[src/hdl/hmq_pkg.sv]
// Shared types and constants of the binary min-heap queue.
`timescale 1ns / 1ps

package hmq_pkg;

    // Width of a heap level number; covers the deepest supported heap.
    localparam int LVL_W = 4;

    localparam logic OP_INSERT  = 1'b0;
    localparam logic OP_EXTRACT = 1'b1;

    typedef enum logic [1:0] {
        STAT_OK    = 2'd0,
        STAT_EMPTY = 2'd1,
        STAT_FULL  = 2'd2
    } status_t;

    // Read and write requests broadcast along the row of level cells.
    typedef struct packed {
        logic             rd_en;
        logic [LVL_W-1:0] rd_level;
        logic             wr_en;
        logic [LVL_W-1:0] wr_level;
    } cell_ctl_t;

endpackage

[src/hdl/hmq_ram.sv]
// Generic single-port RAM with registered read data.
`timescale 1ns / 1ps

module hmq_ram #(
    parameter int WIDTH = 32,
    parameter int DEPTH = 2
) (
    input  logic                     clk,
    input  logic                     wr_en,
    input  logic                     rd_en,
    input  logic [$clog2(DEPTH)-1:0] addr,
    input  logic [WIDTH-1:0]         wdata,
    output logic [WIDTH-1:0]         rdata
);

    logic [WIDTH-1:0] mem [DEPTH];
    logic [WIDTH-1:0] rdata_reg;

    always_ff @(posedge clk)
    begin
        if (wr_en)
        begin
            mem[addr] <= wdata;
        end
        if (rd_en)
        begin
            rdata_reg <= mem[addr];
        end
    end

    assign rdata = rdata_reg;

endmodule

[src/hdl/hmq_cell.sv]
// One heap level: its key storage and its stage of the read-data chain.
`timescale 1ns / 1ps

module hmq_cell #(
    parameter int LEVEL     = 0,
    parameter int KEY_WIDTH = 32,
    parameter int OFF_W     = 6
) (
    input  logic                 clk,
    input  logic                 rst_n,
    input  hmq_pkg::cell_ctl_t   ctl,
    input  logic [OFF_W-1:0]     rd_off,
    input  logic [OFF_W-1:0]     wr_off,
    input  logic [KEY_WIDTH-1:0] wdata,
    input  logic [KEY_WIDTH-1:0] chain_in,
    output logic [KEY_WIDTH-1:0] chain_out
);

    // The root level keeps a two-entry store so that it has an address bit.
    localparam int AW    = (LEVEL > 0) ? LEVEL : 1;
    localparam int DEPTH = 2 ** AW;

    logic             rd_sel;
    logic             wr_sel;
    logic [AW-1:0]    addr;
    logic [KEY_WIDTH-1:0] rdata;
    logic             sel_reg;

    assign rd_sel = ctl.rd_en && (ctl.rd_level == hmq_pkg::LVL_W'(LEVEL));
    assign wr_sel = ctl.wr_en && (ctl.wr_level == hmq_pkg::LVL_W'(LEVEL));
    assign addr   = wr_sel ? wr_off[AW-1:0] : rd_off[AW-1:0];

    hmq_ram #(
        .WIDTH (KEY_WIDTH),
        .DEPTH (DEPTH)
    ) u_ram (
        .clk   (clk),
        .wr_en (wr_sel),
        .rd_en (rd_sel),
        .addr  (addr),
        .wdata (wdata),
        .rdata (rdata)
    );

    // Remember which level answered the last read so that its data wins the chain.
    always_ff @(posedge clk or negedge rst_n)
    begin
        if (!rst_n)
        begin
            sel_reg <= 1'b0;
        end
        else
        begin
            sel_reg <= rd_sel;
        end
    end

    assign chain_out = sel_reg ? rdata : chain_in;

endmodule

[src/hdl/binary_min_heap_queue_top.sv]
// Top level of the binary min-heap priority queue.
`timescale 1ns / 1ps
//
// The queue keeps up to CAPACITY unsigned keys as a binary min-heap. Each input
// transaction on the s_ side is one operation: tuser bit 0 clear inserts the key in
// tdata, tuser bit 0 set extracts the minimum. Every operation produces exactly one
// result transaction on the m_ side with a status, the extracted key, the current
// minimum with its valid flag and the number of stored keys.
// The heap is held by a row of level cells, one per tree level, each with its own
// single-port RAM. An insert walks the path from the root to the new slot and moves
// one level per cycle. An extract reads the last key and then sifts it down level by
// level through a check, a left-child read and a right-child read, because each level
// reads two children through one registered read port.
// Full, empty and single-key cases go straight to the result state.
// One operation is worked on at a time; the controller returns to idle as the result
// is registered, and s_tready is high whenever the controller is idle, even while an
// earlier result still waits in the output register.
// If the receiver stalls, the finished result is held until the output register is
// free, and no further operation is accepted until then.
// Reset clears the entry count and the control state; the key storage needs no
// clearing, since only slots up to the count are ever read.

module binary_min_heap_queue_top #(
    parameter int CAPACITY  = 64,
    parameter int KEY_WIDTH = 32
) (
    input  logic        clk,
    input  logic        rst_n,
    input  logic        s_tvalid,
    output logic        s_tready,
    input  logic [31:0] s_tdata,   // [31:0] key_in
    input  logic [0:0]  s_tuser,   // [0] opcode
    output logic        m_tvalid,
    input  logic        m_tready,
    output logic [71:0] m_tdata,   // [31:0] key_out, [63:32] top_key, [70:64] entry_count
    output logic [2:0]  m_tuser    // [1:0] status, [2] top_valid
);

    localparam int LVL_W = hmq_pkg::LVL_W;
    localparam int CNT_W = $clog2(CAPACITY + 1);
    localparam int NLEV  = CNT_W;
    localparam int OFF_W = NLEV - 1;
    localparam int IDX_W = CNT_W + 1;

    typedef enum logic [2:0] {
        ST_IDLE,
        ST_INS,
        ST_LAST,
        ST_DCHK,
        ST_DLEFT,
        ST_DRIGHT,
        ST_FIN
    } state_t;

    // Level of a one-based heap position: index of its highest set bit.
    function automatic logic [LVL_W-1:0] floor_log2(input logic [CNT_W-1:0] v);
        logic [LVL_W-1:0] r;
        r = '0;
        for (int i = 0; i < CNT_W; i++)
        begin
            if (v[i])
            begin
                r = LVL_W'(i);
            end
        end
        return r;
    endfunction

    state_t              state_reg, state_next;
    logic [CNT_W-1:0]    cnt_reg, cnt_next;
    logic [KEY_WIDTH-1:0] root_reg, root_next;
    logic [KEY_WIDTH-1:0] key_reg, key_next;
    logic [KEY_WIDTH-1:0] left_reg, left_next;
    logic [KEY_WIDTH-1:0] taken_reg, taken_next;
    logic [CNT_W-1:0]    node_reg, node_next;
    logic [LVL_W-1:0]    lvl_reg, lvl_next;
    logic [LVL_W-1:0]    top_lvl_reg, top_lvl_next;
    logic                right_ok_reg, right_ok_next;
    hmq_pkg::status_t    status_reg, status_next;
    logic                m_tvalid_reg, m_tvalid_next;
    logic [71:0]         m_tdata_reg, m_tdata_next;
    logic [2:0]          m_tuser_reg, m_tuser_next;

    hmq_pkg::cell_ctl_t  ctl;
    logic [OFF_W-1:0]    rd_off;
    logic [OFF_W-1:0]    wr_off;
    logic [KEY_WIDTH-1:0] wdata;
    logic [KEY_WIDTH-1:0] chain [NLEV+1];
    logic [KEY_WIDTH-1:0] rdata;

    logic                accept;
    logic [KEY_WIDTH-1:0] key_in_w;
    logic [CNT_W-1:0]    new_n;
    logic [LVL_W-1:0]    new_lvl;
    logic [LVL_W-1:0]    last_lvl;
    logic [OFF_W-1:0]    mask_last;
    logic [LVL_W-1:0]    lvl_inc;
    logic [LVL_W-1:0]    ins_shift;
    logic [CNT_W-1:0]    anc_cur;
    logic [CNT_W-1:0]    anc_nxt;
    logic [OFF_W-1:0]    mask_cur;
    logic [OFF_W-1:0]    mask_nxt;
    logic [IDX_W-1:0]    child_left;
    logic [IDX_W-1:0]    child_right;
    logic [IDX_W-1:0]    cnt_wide;
    logic                pick_right;
    logic [KEY_WIDTH-1:0] pick_key;
    logic                out_free;

    // Row of level cells; read data ripples along the chain from the selected level.
    assign chain[0] = '0;

    for (genvar g = 0; g < NLEV; g++)
    begin : g_level
        hmq_cell #(
            .LEVEL     (g),
            .KEY_WIDTH (KEY_WIDTH),
            .OFF_W     (OFF_W)
        ) u_cell (
            .clk       (clk),
            .rst_n     (rst_n),
            .ctl       (ctl),
            .rd_off    (rd_off),
            .wr_off    (wr_off),
            .wdata     (wdata),
            .chain_in  (chain[g]),
            .chain_out (chain[g+1])
        );
    end

    assign rdata = chain[NLEV];

    assign s_tready = (state_reg == ST_IDLE);
    assign accept   = s_tvalid && s_tready;
    assign key_in_w = KEY_WIDTH'(s_tdata);
    assign out_free = !m_tvalid_reg || m_tready;

    assign new_n     = cnt_reg + CNT_W'(1);
    assign new_lvl   = floor_log2(new_n);
    assign last_lvl  = floor_log2(cnt_reg);
    assign mask_last = (OFF_W'(1) << last_lvl) - OFF_W'(1);

    assign lvl_inc   = lvl_reg + LVL_W'(1);
    assign ins_shift = top_lvl_reg - lvl_reg;
    assign anc_cur   = node_reg >> ins_shift;
    assign anc_nxt   = node_reg >> (ins_shift - LVL_W'(1));
    assign mask_cur  = (OFF_W'(1) << lvl_reg) - OFF_W'(1);
    assign mask_nxt  = (OFF_W'(1) << lvl_inc) - OFF_W'(1);

    assign child_left  = {node_reg, 1'b0};
    assign child_right = child_left + IDX_W'(1);
    assign cnt_wide    = IDX_W'(cnt_reg);
    assign pick_right  = right_ok_reg && (rdata < left_reg);
    assign pick_key    = pick_right ? rdata : left_reg;

    always_comb
    begin
        state_next    = state_reg;
        cnt_next      = cnt_reg;
        key_next      = key_reg;
        left_next     = left_reg;
        taken_next    = taken_reg;
        node_next     = node_reg;
        lvl_next      = lvl_reg;
        top_lvl_next  = top_lvl_reg;
        right_ok_next = right_ok_reg;
        status_next   = status_reg;
        m_tvalid_next = m_tvalid_reg && !m_tready;
        m_tdata_next  = m_tdata_reg;
        m_tuser_next  = m_tuser_reg;

        ctl    = '0;
        rd_off = '0;
        wr_off = '0;
        wdata  = key_reg;

        case (state_reg)
            ST_IDLE:
            begin
                if (accept)
                begin
                    status_next = hmq_pkg::STAT_OK;
                    taken_next  = '0;
                    if (s_tuser[0] == hmq_pkg::OP_INSERT)
                    begin
                        if (cnt_reg == CNT_W'(CAPACITY))
                        begin
                            status_next = hmq_pkg::STAT_FULL;
                            state_next  = ST_FIN;
                        end
                        else
                        begin
                            cnt_next     = new_n;
                            node_next    = new_n;
                            top_lvl_next = new_lvl;
                            lvl_next     = '0;
                            key_next     = key_in_w;
                            // The root is on every path; fetch it unless it is the new slot.
                            ctl.rd_en    = (new_lvl != '0);
                            state_next   = ST_INS;
                        end
                    end
                    else
                    begin
                        if (cnt_reg == '0)
                        begin
                            status_next = hmq_pkg::STAT_EMPTY;
                            state_next  = ST_FIN;
                        end
                        else
                        begin
                            taken_next = root_reg;
                            cnt_next   = cnt_reg - CNT_W'(1);
                            if (cnt_reg == CNT_W'(1))
                            begin
                                state_next = ST_FIN;
                            end
                            else
                            begin
                                // Fetch the last key, which refills the root.
                                ctl.rd_en    = 1'b1;
                                ctl.rd_level = last_lvl;
                                rd_off       = cnt_reg[OFF_W-1:0] & mask_last;
                                state_next   = ST_LAST;
                            end
                        end
                    end
                end
            end

            ST_INS:
            begin
                ctl.wr_level = lvl_reg;
                wr_off       = anc_cur[OFF_W-1:0] & mask_cur;
                if (lvl_reg == top_lvl_reg)
                begin
                    ctl.wr_en  = 1'b1;
                    state_next = ST_FIN;
                end
                else
                begin
                    // A smaller carried key takes this slot and pushes the old one down.
                    if (key_reg < rdata)
                    begin
                        ctl.wr_en = 1'b1;
                        key_next  = rdata;
                    end
                    lvl_next = lvl_inc;
                    if (lvl_inc != top_lvl_reg)
                    begin
                        ctl.rd_en    = 1'b1;
                        ctl.rd_level = lvl_inc;
                        rd_off       = anc_nxt[OFF_W-1:0] & mask_nxt;
                    end
                end
            end

            ST_LAST:
            begin
                key_next   = rdata;
                node_next  = CNT_W'(1);
                lvl_next   = '0;
                state_next = ST_DCHK;
            end

            ST_DCHK:
            begin
                if (child_left > cnt_wide)
                begin
                    ctl.wr_en    = 1'b1;
                    ctl.wr_level = lvl_reg;
                    wr_off       = node_reg[OFF_W-1:0] & mask_cur;
                    state_next   = ST_FIN;
                end
                else
                begin
                    ctl.rd_en     = 1'b1;
                    ctl.rd_level  = lvl_inc;
                    rd_off        = child_left[OFF_W-1:0] & mask_nxt;
                    right_ok_next = (child_left < cnt_wide);
                    state_next    = ST_DLEFT;
                end
            end

            ST_DLEFT:
            begin
                left_next    = rdata;
                ctl.rd_en    = right_ok_reg;
                ctl.rd_level = lvl_inc;
                rd_off       = child_right[OFF_W-1:0] & mask_nxt;
                state_next   = ST_DRIGHT;
            end

            ST_DRIGHT:
            begin
                ctl.wr_en    = 1'b1;
                ctl.wr_level = lvl_reg;
                wr_off       = node_reg[OFF_W-1:0] & mask_cur;
                if (key_reg <= pick_key)
                begin
                    state_next = ST_FIN;
                end
                else
                begin
                    // The smaller child moves up and the sift continues below it.
                    wdata      = pick_key;
                    node_next  = child_left[CNT_W-1:0] + CNT_W'(pick_right);
                    lvl_next   = lvl_inc;
                    state_next = ST_DCHK;
                end
            end

            ST_FIN:
            begin
                if (out_free)
                begin
                    m_tvalid_next = 1'b1;
                    m_tdata_next  = {1'b0, 7'(cnt_reg),
                                     (cnt_reg != '0) ? 32'(root_reg) : 32'd0,
                                     32'(taken_reg)};
                    m_tuser_next  = {(cnt_reg != '0), status_reg};
                    state_next    = ST_IDLE;
                end
            end

            default:
            begin
                state_next = ST_IDLE;
            end
        endcase
    end

    // The root copy follows every write to level zero.
    assign root_next = (ctl.wr_en && (ctl.wr_level == '0)) ? wdata : root_reg;

    always_ff @(posedge clk or negedge rst_n)
    begin
        if (!rst_n)
        begin
            state_reg    <= ST_IDLE;
            cnt_reg      <= '0;
            m_tvalid_reg <= 1'b0;
            m_tdata_reg  <= '0;
            m_tuser_reg  <= '0;
        end
        else
        begin
            state_reg    <= state_next;
            cnt_reg      <= cnt_next;
            m_tvalid_reg <= m_tvalid_next;
            m_tdata_reg  <= m_tdata_next;
            m_tuser_reg  <= m_tuser_next;
        end
    end

    always_ff @(posedge clk)
    begin
        root_reg     <= root_next;
        key_reg      <= key_next;
        left_reg     <= left_next;
        taken_reg    <= taken_next;
        node_reg     <= node_next;
        lvl_reg      <= lvl_next;
        top_lvl_reg  <= top_lvl_next;
        right_ok_reg <= right_ok_next;
        status_reg   <= status_next;
    end

    assign m_tvalid = m_tvalid_reg;
    assign m_tdata  = m_tdata_reg;
    assign m_tuser  = m_tuser_reg;

endmodule

[config.mk]
export PLATFORM = sky130hd
export DESIGN_NAME = binary_min_heap_queue_top
export DESIGN_NICKNAME = d
export VERILOG_FILES = /design/src/hdl/hmq_pkg.sv /design/src/hdl/hmq_ram.sv /design/src/hdl/hmq_cell.sv /design/src/hdl/binary_min_heap_queue_top.sv
export SDC_FILE = /design/constraint.sdc
export NUM_CORES = 2
export LEC_CHECK = 0
export BUFFER_PORTS_ARGS = -buffer_cell sky130_fd_sc_hd__clkbuf_2
export CAP_MARGIN = 20
export CORE_AREA = 2 2 594 596
export DETAILED_ROUTE_END_ITERATION = 10
export DIE_AREA = 0 0 596 598
export PLACE_DENSITY = 0.64
export SYNTH_ARGS = -nofsm -noshare
export SYNTH_HDL_FRONTEND = slang
export SYNTH_SLANG_ARGS = --single-unit
[constraint.sdc]
create_clock -name clk -period 35.4 [get_ports clk]
set_input_delay 5.31 -clock clk [delete_from_list [all_inputs] [get_ports clk]]
set_output_delay 5.31 -clock clk [all_outputs]
set_load 0.05 [all_outputs]
==> results.cfg <==
[global_route]
globalRouteOverflowTotal = 0
grt_max_degree = 145
grt_pass1_wl_microns = 759000
antenna_found_initial = 46
grtUsageTotal_pct = 30.4
grt_pass1_vias = 96500

[finish]
syn_to_final_growth_pct = 13.7
final_area_sq_um = 198000
seqCellArea_sq_um = 136000
multi_input_area_sq_um = 37400
fillers = 26100
final_cell_count_no_fill = 14900
fin_nets = 10000
largest_reg_flops = 4096
drive_above_1_share_pct = 20.0

[routing]
vias = 100000
wl_microns = 551000
drc = 0
via_per_inst = 6.74
drtIter0Drc = 18100
post_drt_wl_per_cell_microns = 37.0
ant_nets = 0
drtPass1Iterations = 10

[min_path]
min_path_type = flip-flop to flip-flop
min-delay-start = taken_reg[15]$_SDFFCE_PP0P_

[yosys]
synthXorXnorAreaFrac_pct = 0.156
synthSimpleGateAreaFrac_pct = 3.29
netlist_area_sq_um = 175000
synth_area_per_cell_sq_um = 18.4
synth_cells = 9466
syn-num-nets = 9622
synth_compound_area_share_pct = 8.17
ys.flop_type = edfxtp_1
ys_seq_area_share_pct = 78.1
synth_top_area_cell = edfxtp_1
async_flop_share_pct = 2.02
muxShareOfSynthArea_pct = 7.83
synth_area_leaders = edfxtp_1 77%, mux4_2 4.5%, a222oi_1 2.0%
synth_top_area_share_pct = 76.8
yosys.cell_types.count = 93
yosys_warnings = 0
synth_top_family_by_area = compound AO/OA/AOI/OAI gates
synth_edf_count = 4465
synth_seq_cells = 4557
synth_most_common_cell = edfxtp_1
synth_commonest_cells = 4465 x edfxtp_1, 584 x nand2_1, 375 x a21oi_1
synth_adder_area_share_pct = 0.857

[power_and_ir_drop]
p_comb_share_pct = 39.8
peakVddDrop_mv = 0.190
p_leak_nw = 64.4
p_clk_share_pct = 22.9
intPower_mw = 12.5
switching_share_pct = 38.8
p_per_area_nw_per_um2 = 103
p_sw_mw = 7.94
pwr-share-seq_pct = 37.4

[placed_design]
dp.cells = 14000
gp_congestion = 0.927
placed_area_sq_um = 184000
post-dp-hpwl_microns = 307000
portBuffers = 112

[clock_tree]
cts-resized-gates = 0
cts_buffers = 445
cts_tree = yes
cts_hold_buf = 0
cts_buffer_depth = 4
cts_sinks = 4557
htree_levels = 5
insertion_delay_ps = 1000
postCtsSetupRepairBufs = 0
cts_root_buffer = clkbuf_16
path_clk_slew_ps = 60

[floorplan]
initial_core_util_pct = 49.8
die_h_microns = 598
core_sq_um = 351000
die_w_microns = 596
pin_count = 114
rows = 218
dieArea_sq_um = 356000

[status]
status = finished clean

[setup_path]
startpoint = g_level[0].u_cell.sel_reg$_DFF_PN0_
end_kind = flip-flop
crit_path_frequent_cell = a21oi_1
startpoint_type = flip-flop
worst-setup-path-type = flip-flop to flip-flop
critPathArrivalTime_ps = 12260
critPathRequiredTime_ps = 35990
critical-path-max-stage-delay_ps = 1010
crit_fanout = 80
slowest_stage = o21ai_1
crit_family = compound AO/OA/AOI/OAI gates
timing.rr.start = g_level[0].u_cell.sel_reg$_DFF_PN0_
path_buf_inv = 4

[sta]
fin_crit_sh_pct = 33.0
relSlewSlack_pct = 9.22
rsz0062_at_grt = false
maxSlewViolCount = 0
hold_viol_final = 0
period_minus_slack_ps = 11670
finClkSkew_ps = 71.5
setup_viol = 0
setup_tns_ps = 0
clock.fmax_mhz = 85.7
tightest_slew_ps = 1360

[job]
drv_cap = 0
==> tightest hold or removal path, cell delays in order, from the launching register on <==
cell	delay, ps
edfxtp_1	320
nand2_1	50
nand2_1	40
==> power by group through the flow <==
stage,clock network [mW],logic [mW],registers (mW)
floorplan,0,4.32,8.09
global placement,0,7.69,7.75
detailed placement,0,7.88,7.75
CTS,4.70,7.89,7.64
global route,4.90,8.41,7.65
finish,4.67,8.13,7.64
==> cell type report <==
cell class | instances | area share, %
Antenna cell | 24 | 0.0303
Clock buffer | 541 | 5.86
Clock inverter | 277 | 1.33
Inverter | 105 | 0.199
Multi-Input combinational cell | 4230 | 18.8
Sequential cell | 4557 | 68.7
Tap cell | 4620 | 2.91
Timing Repair Buffer | 533 | 2.11
==> cells by family after synthesis <==
kind of cell,Yosys count
AOI/OAI and AO/OA,1909
xor gates and xnor gates,24
adders and majority gates,119
buffers and inverters,679
DFF,4557
muxes,894
other,1
and+or+nand+nor,1283
==> metrics by stage <==
step	power (mW)	util (%)	hold WS (ps)	setup WS (ps)
after global placement	15.4	52.3	423	23340
after detailed placement	15.6	52.4	426	23330
final	20.4	56.6	438	23730
after global routing	21.0	56.6	451	23360
after floorplan	12.4	-	415	24120
after CTS	20.2	56.5	436	23750
==> cells in the final DEF, fill, tap and decap left out, drive strengths merged, types with 15 or more instances in the layout <==
cell	count
edfxtp	4465
clkbuf	652
nand2	585
buf	422
a21oi	376
mux4	351
a222oi	347
a22oi	285
mux2i	284
nor2	274
mux2	259
clkinv	212
a22o	162
o21ai	156
o211ai	136
a31oi	121
ha	118
inv	116
nand3	105
dfrtp	92
a221oi	86
nand4	79
nor3	77
o22ai	49
and3	49
bufinv	41
a21o	38
a221o	35
diode	24
nor4	19
nor2b	19
xnor2	16
nand2b	16
a211oi	16
a2111oi	16
nand4b	15
==> final timing paths <==
check | endpoint | slack (ps) | cells past startpoint
setup / recovery | g_level[0].u_cell.u_ram.mem[1][22]$_DFFE_PP_ | 23730 | 31
hold / removal | m_tdata[15]$_DFFE_PN0P_ | 440 | 2
setup reg to reg | g_level[0].u_cell.u_ram.mem[1][22]$_DFFE_PP_ | 23730 | 31
hold reg to reg | m_tdata[15]$_DFFE_PN0P_ | 440 | 2
max in group asynchronous | m_tdata[48]$_DFFE_PN0P_ | 29750 | 2
min in group asynchronous | cnt_reg[0]$_DFFE_PN0P_ | 4350 | 1
==> metal layers <==
metal	share of wire, %	global-route usage, %
met5	0.017	0
met4	5.5	14.3
met3	13	7.33
met2	45	47.0
met1	36	41.1
Power figures use the tool's default switching activity.
